==> config.mk <==
export PLATFORM = sky130hd
export DESIGN_NAME = periodic_timer_table_top
export DESIGN_NICKNAME = d
export VERILOG_FILES = /design/src/rtl/core/ptt_pkg.sv /design/src/rtl/core/periodic_timer_table_top.sv /design/src/rtl/core/ptt_ram.sv /design/src/rtl/core/ptt_front.sv /design/src/rtl/core/ptt_queue.sv /design/src/rtl/core/ptt_back.sv
export SDC_FILE = /design/constraint.sdc
export NUM_CORES = 2
export LEC_CHECK = 0
export BUFFER_PORTS_ARGS = -buffer_cell sky130_fd_sc_hd__buf_2
export CAP_MARGIN = 20
export CORE_ASPECT_RATIO = 1.5
export CORE_MARGIN = 4
export CORE_UTILIZATION = 54
export CTS_BUF_LIST = sky130_fd_sc_hd__clkbuf_8
export DETAILED_ROUTE_END_ITERATION = 6
export PLACE_DENSITY = 0.7
export RECOVER_POWER = 25
export SLEW_MARGIN = 0
export SYNTH_ARGS = -nofsm -noshare
export SYNTH_HDL_FRONTEND = slang
export SYNTH_HIERARCHICAL = 1
export SYNTH_SLANG_ARGS = --single-unit
export TNS_END_PERCENT = 20
==> constraint.sdc <==
create_clock -name i_clk -period 14.35 [get_ports i_clk]
set_clock_uncertainty 0.2 [all_clocks]
set_input_delay 0.7175 -clock i_clk [delete_from_list [all_inputs] [get_ports i_clk]]
set_output_delay 0.7175 -clock i_clk [all_outputs]
set_load 0.02 [all_outputs]
==> src/rtl/core/ptt_pkg.sv <==
// Shared types and constants for the periodic timer table.
package ptt_pkg;

    localparam int MaxTimers   = 16;
    localparam int IdWidth     = 32;
    localparam int IvlWidth    = 24;
    localparam int PulseWidth  = 10;
    localparam int QueueDepth  = 2;

    localparam logic [1:0] OP_SET  = 2'd0;
    localparam logic [1:0] OP_KILL = 2'd1;
    localparam logic [1:0] OP_TICK = 2'd2;

    localparam logic [1:0] ST_OK        = 2'd0;
    localparam logic [1:0] ST_NOT_FOUND = 2'd1;
    localparam logic [1:0] ST_FULL      = 2'd2;

    localparam logic KIND_STATUS = 1'b0;
    localparam logic KIND_FIRED  = 1'b1;

    localparam logic [PulseWidth-1:0] PulseReset = 10'd10;

    typedef struct packed {
        logic [1:0]          op;
        logic [IdWidth-1:0]  id;
        logic [IvlWidth-1:0] period;
    } t_cmd;

    typedef struct packed {
        logic [IdWidth-1:0]  id;
        logic [IvlWidth-1:0] period;
        logic [IvlWidth-1:0] phase;
    } t_entry;

endpackage

==> src/rtl/core/periodic_timer_table_top.sv <==
// Top level of the periodic timer table.
//
//  channel   dir  tuser       tdata                              tlast
//  s_axis    in   op[1:0]     timer_id[31:0] interval_ms[55:32]  -
//  m_axis    out  kind[0]     status[1:0] fired_id[33:2]         last
//  cfg       in   -           pulse_ms[9:0] on i_cfg_we          -
//
// A set is divided in the front divider and then searches the table for its
// identifier. A kill searches the table and moves the later entries up.
// A tick walks every table entry.
// The back end handles one request at a time; a two-deep queue lets the
// front accept and divide the next one meanwhile. Reset is synchronous.
// Table contents are not cleared; only the entry count is.
module periodic_timer_table_top #(
    parameter int MaxTimers = ptt_pkg::MaxTimers
) (
    input  logic        i_clk,
    input  logic        i_rst_n,
    input  logic        i_cfg_we,
    input  logic [9:0]  i_cfg_wdata,
    input  logic        s_axis_tvalid,
    output logic        s_axis_tready,
    input  logic [55:0] s_axis_tdata,  // timer_id[31:0], interval_ms[55:32]
    input  logic [1:0]  s_axis_tuser,  // op[1:0]
    output logic        m_axis_tvalid,
    input  logic        m_axis_tready,
    output logic [39:0] m_axis_tdata,  // status[1:0], fired_id[33:2], zeros
    output logic [0:0]  m_axis_tuser,  // kind[0]
    output logic        m_axis_tlast
);
    logic [ptt_pkg::PulseWidth-1:0] r_pulse;
    logic                           w_push, w_full, w_pop, w_empty;
    ptt_pkg::t_cmd                  w_cmd_in, w_cmd_out;
    logic [1:0]                     w_status;
    logic [ptt_pkg::IdWidth-1:0]    w_id;
    logic                           w_kind;

    always_ff @(posedge i_clk) begin
        if (!i_rst_n) begin
            r_pulse <= ptt_pkg::PulseReset;
        end else if (i_cfg_we) begin
            r_pulse <= i_cfg_wdata;
        end
    end

    ptt_front u_front (
        .i_clk      (i_clk),
        .i_rst_n    (i_rst_n),
        .i_valid    (s_axis_tvalid),
        .o_ready    (s_axis_tready),
        .i_op       (s_axis_tuser),
        .i_id       (s_axis_tdata[31:0]),
        .i_interval (s_axis_tdata[55:32]),
        .i_pulse    (r_pulse),
        .o_push     (w_push),
        .o_cmd      (w_cmd_in),
        .i_full     (w_full)
    );

    ptt_queue u_queue (
        .i_clk   (i_clk),
        .i_rst_n (i_rst_n),
        .i_push  (w_push),
        .i_cmd   (w_cmd_in),
        .o_full  (w_full),
        .i_pop   (w_pop),
        .o_empty (w_empty),
        .o_cmd   (w_cmd_out)
    );

    ptt_back #(.MaxTimers(MaxTimers)) u_back (
        .i_clk    (i_clk),
        .i_rst_n  (i_rst_n),
        .i_empty  (w_empty),
        .i_cmd    (w_cmd_out),
        .o_pop    (w_pop),
        .o_valid  (m_axis_tvalid),
        .i_ready  (m_axis_tready),
        .o_kind   (w_kind),
        .o_status (w_status),
        .o_id     (w_id),
        .o_last   (m_axis_tlast)
    );

    assign m_axis_tdata = {6'b0, w_id, w_status};
    assign m_axis_tuser = w_kind;

    a_status_last: assert property (@(posedge i_clk) disable iff (!i_rst_n)
        (m_axis_tvalid && w_kind == ptt_pkg::KIND_STATUS) |-> m_axis_tlast)
        else $error("status result without last");
    a_status_id: assert property (@(posedge i_clk) disable iff (!i_rst_n)
        (m_axis_tvalid && w_kind == ptt_pkg::KIND_STATUS) |-> (w_id == '0))
        else $error("status result carries an identifier");
    a_fired_ok: assert property (@(posedge i_clk) disable iff (!i_rst_n)
        (m_axis_tvalid && w_kind == ptt_pkg::KIND_FIRED) |-> (w_status == ptt_pkg::ST_OK))
        else $error("fired result with nonzero status");
endmodule

==> src/rtl/core/ptt_ram.sv <==
// Generic single-write, single-read RAM with registered read data.
module ptt_ram #(
    parameter int Width = 8,
    parameter int Depth = 16,
    parameter int AddrW = (Depth > 1) ? $clog2(Depth) : 1
) (
    input  logic             i_clk,
    input  logic             i_we,
    input  logic [AddrW-1:0] i_waddr,
    input  logic [Width-1:0] i_wdata,
    input  logic [AddrW-1:0] i_raddr,
    output logic [Width-1:0] o_rdata
);
    logic [Width-1:0] r_mem [Depth];
    logic [Width-1:0] r_rdata;

    always_ff @(posedge i_clk) begin
        if (i_we) begin
            r_mem[i_waddr] <= i_wdata;
        end
        r_rdata <= r_mem[i_raddr];
    end

    assign o_rdata = r_rdata;
endmodule

==> src/rtl/core/ptt_front.sv <==
// Front end: accepts requests and turns a set interval into a period.
module ptt_front (
    input  logic                           i_clk,
    input  logic                           i_rst_n,
    input  logic                           i_valid,
    output logic                           o_ready,
    input  logic [1:0]                     i_op,
    input  logic [ptt_pkg::IdWidth-1:0]    i_id,
    input  logic [ptt_pkg::IvlWidth-1:0]   i_interval,
    input  logic [ptt_pkg::PulseWidth-1:0] i_pulse,
    output logic                           o_push,
    output ptt_pkg::t_cmd                  o_cmd,
    input  logic                           i_full
);
    localparam logic [1:0] F_IDLE = 2'd0;
    localparam logic [1:0] F_DIV  = 2'd1;
    localparam logic [1:0] F_PUSH = 2'd2;
    localparam logic [4:0] LastStep = 5'(ptt_pkg::IvlWidth - 1);

    logic [1:0]                     r_state, n_state;
    logic [4:0]                     r_step, n_step;
    logic [1:0]                     r_op, n_op;
    logic [ptt_pkg::IdWidth-1:0]    r_id, n_id;
    logic [ptt_pkg::IvlWidth-1:0]   r_num, n_num;
    logic [ptt_pkg::PulseWidth-1:0] r_rem, n_rem;
    logic [ptt_pkg::PulseWidth-1:0] r_div, n_div;
    logic [ptt_pkg::PulseWidth:0]   w_sh;
    logic [ptt_pkg::PulseWidth:0]   w_diff;
    logic                           w_ge;

    assign w_sh   = {r_rem, r_num[ptt_pkg::IvlWidth-1]};
    assign w_ge   = w_sh >= {1'b0, r_div};
    assign w_diff = w_sh - {1'b0, r_div};

    always_comb begin
        n_state = r_state;
        n_step  = r_step;
        n_op    = r_op;
        n_id    = r_id;
        n_num   = r_num;
        n_rem   = r_rem;
        n_div   = r_div;
        unique case (r_state)
            F_IDLE: begin
                if (i_valid) begin
                    n_op   = i_op;
                    n_id   = i_id;
                    n_num  = i_interval;
                    n_rem  = '0;
                    n_step = '0;
                    n_div  = (i_pulse == '0) ? ptt_pkg::PulseWidth'(1) : i_pulse;
                    n_state = (i_op == ptt_pkg::OP_SET) ? F_DIV : F_PUSH;
                end
            end
            F_DIV: begin
                // One quotient bit per cycle, restoring division.
                n_rem = w_ge ? w_diff[ptt_pkg::PulseWidth-1:0]
                             : w_sh[ptt_pkg::PulseWidth-1:0];
                n_num = {r_num[ptt_pkg::IvlWidth-2:0], w_ge};
                n_step = r_step + 5'd1;
                if (r_step == LastStep) begin
                    n_state = F_PUSH;
                end
            end
            F_PUSH: begin
                if (!i_full) begin
                    n_state = F_IDLE;
                end
            end
            default: n_state = F_IDLE;
        endcase
    end

    always_ff @(posedge i_clk) begin
        if (!i_rst_n) begin
            r_state <= F_IDLE;
        end else begin
            r_state <= n_state;
        end
        r_step <= n_step;
        r_op   <= n_op;
        r_id   <= n_id;
        r_num  <= n_num;
        r_rem  <= n_rem;
        r_div  <= n_div;
    end

    assign o_ready      = (r_state == F_IDLE);
    assign o_push       = (r_state == F_PUSH) && !i_full;
    assign o_cmd.op     = r_op;
    assign o_cmd.id     = r_id;
    assign o_cmd.period = (r_num == '0) ? ptt_pkg::IvlWidth'(1) : r_num;
endmodule

==> src/rtl/core/ptt_queue.sv <==
// Short command queue between the front end and the table engine.
module ptt_queue #(
    parameter int Depth = ptt_pkg::QueueDepth
) (
    input  logic          i_clk,
    input  logic          i_rst_n,
    input  logic          i_push,
    input  ptt_pkg::t_cmd i_cmd,
    output logic          o_full,
    input  logic          i_pop,
    output logic          o_empty,
    output ptt_pkg::t_cmd o_cmd
);
    localparam int PW = (Depth > 1) ? $clog2(Depth) : 1;
    localparam int CW = $clog2(Depth + 1);

    ptt_pkg::t_cmd r_slot [Depth];
    logic [PW-1:0] r_wp, r_rp;
    logic [CW-1:0] r_cnt;

    function automatic logic [PW-1:0] bump(input logic [PW-1:0] p);
        return (p == PW'(Depth - 1)) ? '0 : p + PW'(1);
    endfunction

    always_ff @(posedge i_clk) begin
        if (!i_rst_n) begin
            r_wp  <= '0;
            r_rp  <= '0;
            r_cnt <= '0;
        end else begin
            if (i_push) begin
                r_wp <= bump(r_wp);
            end
            if (i_pop) begin
                r_rp <= bump(r_rp);
            end
            if (i_push && !i_pop) begin
                r_cnt <= r_cnt + CW'(1);
            end else if (i_pop && !i_push) begin
                r_cnt <= r_cnt - CW'(1);
            end
        end
        if (i_push) begin
            r_slot[r_wp] <= i_cmd;
        end
    end

    assign o_full  = (r_cnt == CW'(Depth));
    assign o_empty = (r_cnt == '0);
    assign o_cmd   = r_slot[r_rp];
endmodule

==> src/rtl/core/ptt_back.sv <==
// Table engine: search, append, remove and tick over the timer RAM.
module ptt_back #(
    parameter int MaxTimers = ptt_pkg::MaxTimers
) (
    input  logic                        i_clk,
    input  logic                        i_rst_n,
    input  logic                        i_empty,
    input  ptt_pkg::t_cmd               i_cmd,
    output logic                        o_pop,
    output logic                        o_valid,
    input  logic                        i_ready,
    output logic                        o_kind,
    output logic [1:0]                  o_status,
    output logic [ptt_pkg::IdWidth-1:0] o_id,
    output logic                        o_last
);
    localparam int AW = (MaxTimers > 1) ? $clog2(MaxTimers) : 1;
    localparam int CW = $clog2(MaxTimers + 1);
    localparam int EW = $bits(ptt_pkg::t_entry);

    localparam logic [2:0] B_IDLE = 3'd0;
    localparam logic [2:0] B_SRD  = 3'd1;
    localparam logic [2:0] B_SCHK = 3'd2;
    localparam logic [2:0] B_SHRD = 3'd3;
    localparam logic [2:0] B_SHWR = 3'd4;
    localparam logic [2:0] B_TRD  = 3'd5;
    localparam logic [2:0] B_TCHK = 3'd6;

    logic [2:0]                  r_state, n_state;
    ptt_pkg::t_cmd               r_cmd, n_cmd;
    logic [CW-1:0]               r_idx, n_idx;
    logic [CW-1:0]               r_count, n_count;
    logic                        r_pend, n_pend;
    logic [ptt_pkg::IdWidth-1:0] r_pend_id, n_pend_id;
    logic                        r_ovalid, n_ovalid;
    logic                        r_okind, n_okind;
    logic [1:0]                  r_ostatus, n_ostatus;
    logic [ptt_pkg::IdWidth-1:0] r_oid, n_oid;
    logic                        r_olast, n_olast;

    logic                        w_we;
    logic [AW-1:0]               w_waddr, w_raddr;
    ptt_pkg::t_entry             w_wdata, w_rdata;
    logic [CW-1:0]               w_next;
    logic                        w_can;
    logic [ptt_pkg::IvlWidth-1:0] w_ph;

    assign w_next  = r_idx + CW'(1);
    assign w_can   = !r_ovalid || i_ready;
    assign w_ph    = w_rdata.phase + ptt_pkg::IvlWidth'(1);
    assign w_raddr = (r_state == B_SHRD || r_state == B_SHWR) ? w_next[AW-1:0]
                                                              : r_idx[AW-1:0];

    ptt_ram #(.Width(EW), .Depth(MaxTimers)) u_ram (
        .i_clk   (i_clk),
        .i_we    (w_we),
        .i_waddr (w_waddr),
        .i_wdata (w_wdata),
        .i_raddr (w_raddr),
        .o_rdata (w_rdata)
    );

    always_comb begin
        n_state   = r_state;
        n_cmd     = r_cmd;
        n_idx     = r_idx;
        n_count   = r_count;
        n_pend    = r_pend;
        n_pend_id = r_pend_id;
        n_ovalid  = r_ovalid && !i_ready;
        n_okind   = r_okind;
        n_ostatus = r_ostatus;
        n_oid     = r_oid;
        n_olast   = r_olast;
        o_pop     = 1'b0;
        w_we      = 1'b0;
        w_waddr   = r_idx[AW-1:0];
        w_wdata   = '{id: r_cmd.id, period: r_cmd.period, phase: '0};
        unique case (r_state)
            B_IDLE: begin
                if (!i_empty) begin
                    o_pop = 1'b1;
                    n_cmd = i_cmd;
                    n_idx = '0;
                    n_pend = 1'b0;
                    if (i_cmd.op == ptt_pkg::OP_SET || i_cmd.op == ptt_pkg::OP_KILL) begin
                        n_state = B_SRD;
                    end else if (i_cmd.op == ptt_pkg::OP_TICK) begin
                        n_state = B_TRD;
                    end
                end
            end
            B_SRD: begin
                if (r_idx < r_count) begin
                    n_state = B_SCHK;
                end else if (w_can) begin
                    // Identifier absent: append on set if there is room, else report full; report on kill.
                    n_ovalid  = 1'b1;
                    n_okind   = ptt_pkg::KIND_STATUS;
                    n_oid     = '0;
                    n_olast   = 1'b1;
                    n_state   = B_IDLE;
                    if (r_cmd.op == ptt_pkg::OP_KILL) begin
                        n_ostatus = ptt_pkg::ST_NOT_FOUND;
                    end else if (r_count < CW'(MaxTimers)) begin
                        n_ostatus = ptt_pkg::ST_OK;
                        w_we      = 1'b1;
                        w_waddr   = r_count[AW-1:0];
                        n_count   = r_count + CW'(1);
                    end else begin
                        n_ostatus = ptt_pkg::ST_FULL;
                    end
                end
            end
            B_SCHK: begin
                if (w_rdata.id != r_cmd.id) begin
                    n_idx   = w_next;
                    n_state = B_SRD;
                end else if (r_cmd.op == ptt_pkg::OP_KILL) begin
                    n_state = B_SHRD;
                end else if (w_can) begin
                    w_we      = 1'b1;
                    n_ovalid  = 1'b1;
                    n_okind   = ptt_pkg::KIND_STATUS;
                    n_ostatus = ptt_pkg::ST_OK;
                    n_oid     = '0;
                    n_olast   = 1'b1;
                    n_state   = B_IDLE;
                end
            end
            B_SHRD: begin
                if (w_next < r_count) begin
                    n_state = B_SHWR;
                end else if (w_can) begin
                    n_count   = r_count - CW'(1);
                    n_ovalid  = 1'b1;
                    n_okind   = ptt_pkg::KIND_STATUS;
                    n_ostatus = ptt_pkg::ST_OK;
                    n_oid     = '0;
                    n_olast   = 1'b1;
                    n_state   = B_IDLE;
                end
            end
            B_SHWR: begin
                w_we    = 1'b1;
                w_wdata = w_rdata;
                n_idx   = w_next;
                n_state = B_SHRD;
            end
            B_TRD: begin
                if (r_idx < r_count) begin
                    n_state = B_TCHK;
                end else if (!r_pend) begin
                    n_state = B_IDLE;
                end else if (w_can) begin
                    n_ovalid  = 1'b1;
                    n_okind   = ptt_pkg::KIND_FIRED;
                    n_ostatus = ptt_pkg::ST_OK;
                    n_oid     = r_pend_id;
                    n_olast   = 1'b1;
                    n_pend    = 1'b0;
                    n_state   = B_IDLE;
                end
            end
            B_TCHK: begin
                // A fire is held back one entry so the final one can carry last.
                if (!(w_ph >= w_rdata.period && r_pend && !w_can)) begin
                    w_we    = 1'b1;
                    w_wdata = w_rdata;
                    n_idx   = w_next;
                    n_state = B_TRD;
                    if (w_ph >= w_rdata.period) begin
                        w_wdata.phase = '0;
                        if (r_pend) begin
                            n_ovalid  = 1'b1;
                            n_okind   = ptt_pkg::KIND_FIRED;
                            n_ostatus = ptt_pkg::ST_OK;
                            n_oid     = r_pend_id;
                            n_olast   = 1'b0;
                        end
                        n_pend    = 1'b1;
                        n_pend_id = w_rdata.id;
                    end else begin
                        w_wdata.phase = w_ph;
                    end
                end
            end
            default: n_state = B_IDLE;
        endcase
    end

    always_ff @(posedge i_clk) begin
        if (!i_rst_n) begin
            r_state  <= B_IDLE;
            r_count  <= '0;
            r_pend   <= 1'b0;
            r_ovalid <= 1'b0;
        end else begin
            r_state  <= n_state;
            r_count  <= n_count;
            r_pend   <= n_pend;
            r_ovalid <= n_ovalid;
        end
        r_cmd     <= n_cmd;
        r_idx     <= n_idx;
        r_pend_id <= n_pend_id;
        r_okind   <= n_okind;
        r_ostatus <= n_ostatus;
        r_oid     <= n_oid;
        r_olast   <= n_olast;
    end

    assign o_valid  = r_ovalid;
    assign o_kind   = r_okind;
    assign o_status = r_ostatus;
    assign o_id     = r_oid;
    assign o_last   = r_olast;
endmodule

# Word level (Yosys, flattened, before mapping)
# Memory sizes are Yosys's and may differ from the RTL's. A register that Yosys moved wholly into a read port is not among the register bits.
# Cells that the tools add are included.
[word_totals] register_bits=240 ramBits=1396 in_bits=73 out_inout_bits=44 memories=2
[memory_table] memory="u_back.u_ram.r_mem" depth=16 width=80 read_ports=1 rd_clocked_by_memory_dff=1 write_ports=1 line_no="ptt_ram.sv:14" rtl="logic [Width-1:0] r_mem [Depth];"
[memory_table] memory="u_queue.r_slot" depth=2 width=58 read_ports=1 rd_clocked_by_memory_dff=1 write_ports=1 line_no="ptt_queue.sv:17" rtl="ptt_pkg::t_cmd r_slot [Depth];"
[op_classes] add_sub_neg=10 magnitude_cmp=5 n_eq_ne=34 mux=133 bitwise=2 n_reduce_logical=40
[op_table] operator="32-bit 2-to-1 mux" n=11
[op_table] operator="32-bit case mux with 5 select lines" n=1
[op_table] operator="80-bit case mux with 2 select lines" n=1
[op_table] operator="80-bit 2-to-1 mux" n=1
[op_table] operator="24-bit 2-to-1 mux" n=3
[op_table] operator="1-bit 2-to-1 mux" n=55
[op_table] operator="5-bit 2-to-1 mux" n=10
[op_table] operator="24-bit case mux with 2 select lines" n=1
[op_table] operator="2-bit 2-to-1 mux" n=19
[op_table] operator="3-bit 2-to-1 mux" n=11
[op_table] operator="32-bit != test" n=1
[op_table] operator="24-bit by 1-bit adder with 24-bit output (second input constant)" n=1
[op_table] operator="24-bit greater-or-equal comparator" n=1
[op_table] operator="24-bit zero test" n=1
[op_table] operator="4-bit 2-to-1 mux" n=6
[op_table] operator="11-bit AND reduction" n=2
[op_table] operator="3-bit case mux with 7 select lines" n=1
[op_table] operator="10-bit 2-to-1 mux" n=2
[op_table] operator="2-bit != test (second input constant)" n=10
[op_table] operator="10-bit case mux with 2 select lines" n=1
[op_table] operator="5-bit case mux with 2 select lines" n=2
[op_table] operator="5-bit case mux with 4 select lines" n=1
[op_table] operator="2-bit by 1-bit != test with 1-bit output (second input constant)" n=9
[op_table] operator="5-bit by 1-bit adder with 5-bit output (second input constant)" n=3
[op_table] operator="37 further kinds" n=70

# Longest topological paths before layout
[logic_depth] ltp_word=8 mapped_depth=18 ltp_nobuf=16

# Hierarchy
# The synthesis kept the hierarchy.
[by_module_without_submodules] module="ptt_ram" n_inst=1 cells_each=2054 area_per_inst_um2=49422.4
[by_module_without_submodules] module="ptt_back" n_inst=1 cells_each=650 area_per_inst_um2=7843.8
[by_module_without_submodules] module="ptt_queue" n_inst=1 cells_each=202 area_per_inst_um2=4404.2
[by_module_without_submodules] module="ptt_front" n_inst=1 cells_each=333 area_per_inst_um2=3876.2
[by_module_without_submodules] module="periodic_timer_table_top" n_inst=1 cells_each=38 area_per_inst_um2=417.9

# Worst setup path before layout
# OpenSTA, ideal clock, no wires.
[synth_path] kind="reg-to-reg" start="register u_back.u_ram.r_rdata[2] (netlist: u_back/u_ram/o_rdata[2]) (read register of u_back.u_ram.r_mem)" end="memory u_back/u_ram/r_mem[0][0] (netlist bit) (enable)" t_arrival_ns=9.500 required_time_ns=13.534 path_slack_ns=4.034 stages_incl_launch_ff=19 period_less_slack_ns=10.316 cell_sequence="dfxtp_1 > and3_1 > and3_1 > nand4_1 > nor2_1 > and3_1 > xor2_1 > ha_1 > nand4_1 > or4_4 > o32ai_1 > or3_1 > o21a_4 > or2b_4 > buf_6 > buf_8 > o311ai_0 > or3b_2 > nor3_1"
[synth_via] elab_chain_cells=8
[synth_rtl] item="from (decl)" line_no="ptt_ram.sv:15" rtl="logic [Width-1:0] r_rdata;"
[synth_rtl] item="24-bit by 1-bit adder with 24-bit output" line_no="ptt_back.sv:50" rtl="assign w_ph = w_rdata.phase + ptt_pkg::IvlWidth'(1);"
[synth_rtl] item="24-bit greater-or-equal comparator" line_no="ptt_back.sv:167" rtl="if (!(w_ph >= w_rdata.period && r_pend && !w_can)) begin"
[synth_rtl] item="1-bit logical AND (2 in series)" line_no="ptt_back.sv:167"
[synth_rtl] item="1-bit 2-to-1 mux" line_no="ptt_back.sv:167"
[synth_rtl] item="1-bit case mux with 4 select lines" line_no="ptt_back.sv:79" rtl="unique case (r_state)"
[synth_rtl] item="via u_back.w_we" line_no="ptt_back.sv:41" rtl="logic w_we;"
[synth_rtl] item="1-bit 2-to-1 mux" line_no="ptt_ram.sv:18" rtl="if (i_we) begin"
[synth_rtl] item="1-bit 2-to-1 mux (not written as such)" line_no="ptt_ram.sv:19" rtl="r_mem[i_waddr] <= i_wdata;"
[synth_rtl] item="to (decl)" line_no="ptt_ram.sv:14"
# The timed path passes the listed nets, and every way through them passes these cells.

# Worst setup path after layout
[layout_path] start="register u_back.r_state[1]" end="register u_back.u_ram.r_rdata[44] (netlist: u_back/u_ram/o_rdata[44]) (read register of u_back.u_ram.r_mem)"
[layout_via] elab_chain_cells=3 elab_cells_between_ends=4 classes_between="2 x eq/ne; 1 x mux; 1 x reduce/logical"
[layout_rtl] item="from (decl)" line_no="ptt_back.sv:29" rtl="logic [2:0] r_state, n_state;"
[layout_rtl] item="from (signal assigned)" line_no="ptt_back.sv:199" rtl="r_state <= n_state;"
[layout_rtl] item="3-bit by 2-bit == test with 1-bit output / 3-bit == test (equally long branches)" line_no="ptt_back.sv:51" rtl="assign w_raddr = (r_state == B_SHRD || r_state == B_SHWR) ? w_next[AW-1:0]"
[layout_rtl] item="1-bit logical OR (*)" line_no="ptt_back.sv:51"
[layout_rtl] item="4-bit 2-to-1 mux (*)" line_no="ptt_back.sv:51"
[layout_rtl] item="via u_back.w_raddr[1]" line_no="ptt_back.sv:42" rtl="logic [AW-1:0] w_waddr, w_raddr;"
# The timed path passes the listed nets; every way through them passes the cells marked *.
# A chain may end at the register's enable or synchronous reset.

==> results.yml <==
sta:
  timing.slew.headroom_pct: -177.8
  slew_violations: 659
  hold-worst-slack_ns: 0.09444
  totalNegativeSetupSlack_ns: 0
  report.final.setup_viol: 0
  report.final.hold_viol_count: 0
  final_clock_period_utilization_by_the_worst_path_pct: 67.05
  postLayoutSetupSlackWorst_ns: 4.728
  rsz0062_at_grt: "no"
  max_freq_mhz: 103.9
  tightest_slew_ns: 4.166
  min_period_ns: 9.622
flow_run:
  max_cap_viol_count: 13
synthesis:
  asr_flop_ratio_synth_pct: 0
  netlist_top_cells_area: "sky130_fd_sc_hd__edfxtp_1 (73%), sky130_fd_sc_hd__mux4_2 (11%), sky130_fd_sc_hd__dfxtp_1 (3.2%), sky130_fd_sc_hd__a22oi_1 (1.8%), sky130_fd_sc_hd__mux2_2 (1.5%)"
  synth_top_area_share_pct: 73.29
  synth_enable_flop_cells: 1610
  synth.avg_cell_area_um2: 20.13
  mappedNetlistArea_um2: 65960
  synth_top_area_cell: "sky130_fd_sc_hd__edfxtp_1"
  yosys_warnings: 6
  synth.ff_latch_count: 1717
  synth-seq-area-share_pct: 76.54
  syn_inst: 3277
  yosysMostFrequentCell: "sky130_fd_sc_hd__edfxtp_1"
  ys_dominant_reg_cell: "sky130_fd_sc_hd__edfxtp_1"
  synth_common_cells: "sky130_fd_sc_hd__edfxtp_1 (1610), sky130_fd_sc_hd__mux4_2 (320), sky130_fd_sc_hd__nand2_1 (205)"
  yosys.cell_types.count: 73
setup_path:
  worst_r2r_startpoint: "u_back/r_state[1]"
  r2r_cells: 9
  startpoint_type: "flop"
  arrival_ns: 10.20
  required_ns: 14.92
  cp_max_fo: 86
  worstSetupEndpointType: "flop"
  worst-setup-path-type: "reg -> reg"
  worst-r2r-setup-slack_ns: 4.73
  startpoint_of_the_worst_setup_timing_path: "u_back/r_state[1]"
  crit-reg2reg-capture: "u_back/u_ram/o_rdata[44]"
run_status:
  run_status: "finished with violations"
  failed_checks: "capacitance limit, slew limit"
finish:
  finish.utilization_pct: 60.41
  fin_nets: 3711
  drive_gt1_share_pct: 22.06
  area.growth.synth_to_final_pct: 10.82
clock_tree:
  cts-root-buf: "sky130_fd_sc_hd__clkbuf_8"
  ctsHtreeMaxLevel: 4
  cts_tree: "built"
  clock_sink_count: 1717
  clkTransAtPathRegs_ns: 0.07
  cts_max_path_buffers: 3
  cts_buffers: 226
  cts_post_setup_buffers_inserted: 0
  clock_latency_ns: 0.92
min_path:
  holdCritPathClass: "in -> reg"
  whs_endpoint: "r_pulse[2]"
  hold-path-cell-count: 3
  hold_start: "i_cfg_we"
placement:
  numPortBuffers: 110
  gp_routability_congestion: 0.8382
  dpl_ws_ns: 7.322
  detailedPlacementHpwl_um: 83780
global_routing:
  globalRoute.totalOverflow: 0
  antenna_violations_before_repair: 10
  grt_max_degree: 100
  grt_first_pass_wirelength_um: 220400
  globalRouteTotalUtil_pct: 23.23
  grt_pass1_vias: 34243
detailed_routing:
  vias: 32643
  viasPerCell: 6.086
  drt-pass1-iter-count: 6
  drt-wirelength-per-cell_um: 27.46
  antenna_left: 0
  drt_drc_violations_left: 0
  detail_route.wirelength_um: 147300
  detailedRoute.firstIterationViolations: 3598
power:
  fin_total_pwr_mw: 15.84
  power_density_nw_per_um2: 216.7
  peakVddDrop_v: 0.0002610
  p_leak_nw: 24.14
die:
  floorplan.die_area_um2: 127900
  dieWidth_um: 293.4
  number_of_core_rows: 156
  core-area_um2: 121000
  start_util_pct: 54.51
  die-height_um: 436.1
  pin_count: 117
[power by group]
part           total, mW  leakage (nW)  switching (mW)  internal [mW]
Clock               3.34          2.45            1.73           1.61
Sequential          7.09          15.6           0.343           6.75
Combinational       5.41          6.11            3.13           2.28
[kinds of logic after synthesis]
group	count (synthesis)	synth area share, %
fa+ha+maj	51	0.9901
flops	1717	76.54
compound gates	302	3.348
simple gates	445	3.196
other cells	1	0.005685
mux	455	13.19
buf+inv	229	1.707
xor+xnor	77	1.022
[sequential cells by signal, indices dropped and copies added, names as in the netlist, 2 cells and up, named ones only]
| name | cells |
|---|---|
| u_back/o_id | 32 |
| u_front/r_step | 5 |
| u_front/r_id | 32 |
| u_front/r_state | 2 |
| u_queue/r_cnt | 2 |
| u_back/r_state | 3 |
| u_queue/r_slot | 116 |
| u_front/r_op | 2 |
| r_pulse | 10 |
| u_back/o_status | 2 |
| u_back/r_cmd | 58 |
| u_front/r_num | 24 |
| u_back/u_ram/o_rdata | 80 |
| u_back/r_idx | 5 |
| u_back/r_count | 5 |
| u_front/r_rem | 10 |
| u_front/r_div | 10 |
| u_back/r_pend_id | 32 |
| u_back/u_ram/r_mem | 1280 |
[cells in the final DEF, fill, tap and decap left out, drive strengths merged, types with 5 or more instances in the layout]
| master | synthesis | final |
|---|---|---|
| edfxtp | 1610 | 1610 |
| mux4 | 320 | 320 |
| clkbuf | 93 | 296 |
| nand2 | 205 | 205 |
| a22oi | 162 | 162 |
| inv | 49 | 138 |
| buf | 86 | 117 |
| mux2 | 115 | 115 |
| dfxtp | 107 | 107 |
| clkinv | 1 | 83 |
| dlygate4sd3 | 0 | 79 |
| nor2 | 64 | 64 |
| xor2 | 50 | 50 |
| ha | 49 | 49 |
| and2 | 42 | 42 |
| a21oi | 36 | 36 |
| xnor2 | 27 | 27 |
| nand3 | 23 | 23 |
| mux2i | 20 | 20 |
| a31oi | 20 | 20 |
| nor2b | 20 | 20 |
| nand2b | 17 | 17 |
| nor4 | 17 | 17 |
| o21ai | 17 | 17 |
| nor3 | 17 | 17 |
| and3 | 12 | 12 |
| a21o | 12 | 12 |
| a22o | 11 | 11 |
| clkinvlp | 0 | 9 |
| a211oi | 9 | 9 |
| nand4 | 8 | 8 |
| o21a | 7 | 7 |
| conb | 1 | 6 |
| bufinv | 0 | 5 |
[worst max-delay path by stage]
stage / to
5_1_grt: u_back/u_ram/o_rdata[44]
3_5_place_dp: u_back/u_ram/r_mem[7][26]
3_3_place_gp: u_back/u_ram/r_mem[13][68]
6_report: u_back/u_ram/o_rdata[44]
4_1_cts: u_back/u_ram/r_mem[7][25]
2_1_floorplan: u_back/u_ram/r_mem[0][0]
[per-stage QoR]
stage / cell area (um2) / cells
finish: 73100 / 5364
global route: 73100 / 5362
CTS: 73260 / 5354
detailed placement: 68290 / 4854
global placement: 68270 / 4852
floorplan: 65980 / 3282
[metal layers]
metal	vias up	part of all wire, %	global-route usage (%)
met3	263	6.9	4.352
met5	-	0.013	0
met1	17097	38	30.55
met4	2	2.9	7.506
met2	1379	52	39.64
li1	13902	-	-
[layout make-up]
cell class              instances  area [um2]
inverters                      50       187.7
repair buffers                256        1759
well taps                    1580        1977
flip-flops and latches       1717       50490
fillers                      8518       47910
clock inverters               185       924.6
multi-input cells            1336       14510
clock buffers                 236        3248
diodes                          4       10.01
[worst max-delay path, stage by stage, from the launching register on]
cell	delay (ns)
sky130_fd_sc_hd__dfxtp_1	0.83
sky130_fd_sc_hd__nor2_1	0.20
sky130_fd_sc_hd__nand2_1	0.64
sky130_fd_sc_hd__nand2_1	0.34
sky130_fd_sc_hd__mux2_1	3.05
sky130_fd_sc_hd__clkbuf_1	2.10
sky130_fd_sc_hd__buf_4	1.05
sky130_fd_sc_hd__mux4_2	0.41
sky130_fd_sc_hd__a22oi_1	0.41
sky130_fd_sc_hd__nand2_1	0.10
[timing repair]
item / in CTS / in global routing
gates resized for setup: 0 / 0
hold buffers: 79 / 0
hold endpoints to repair: 70 / 0
Note: power is estimated with default switching activity, not from simulation.
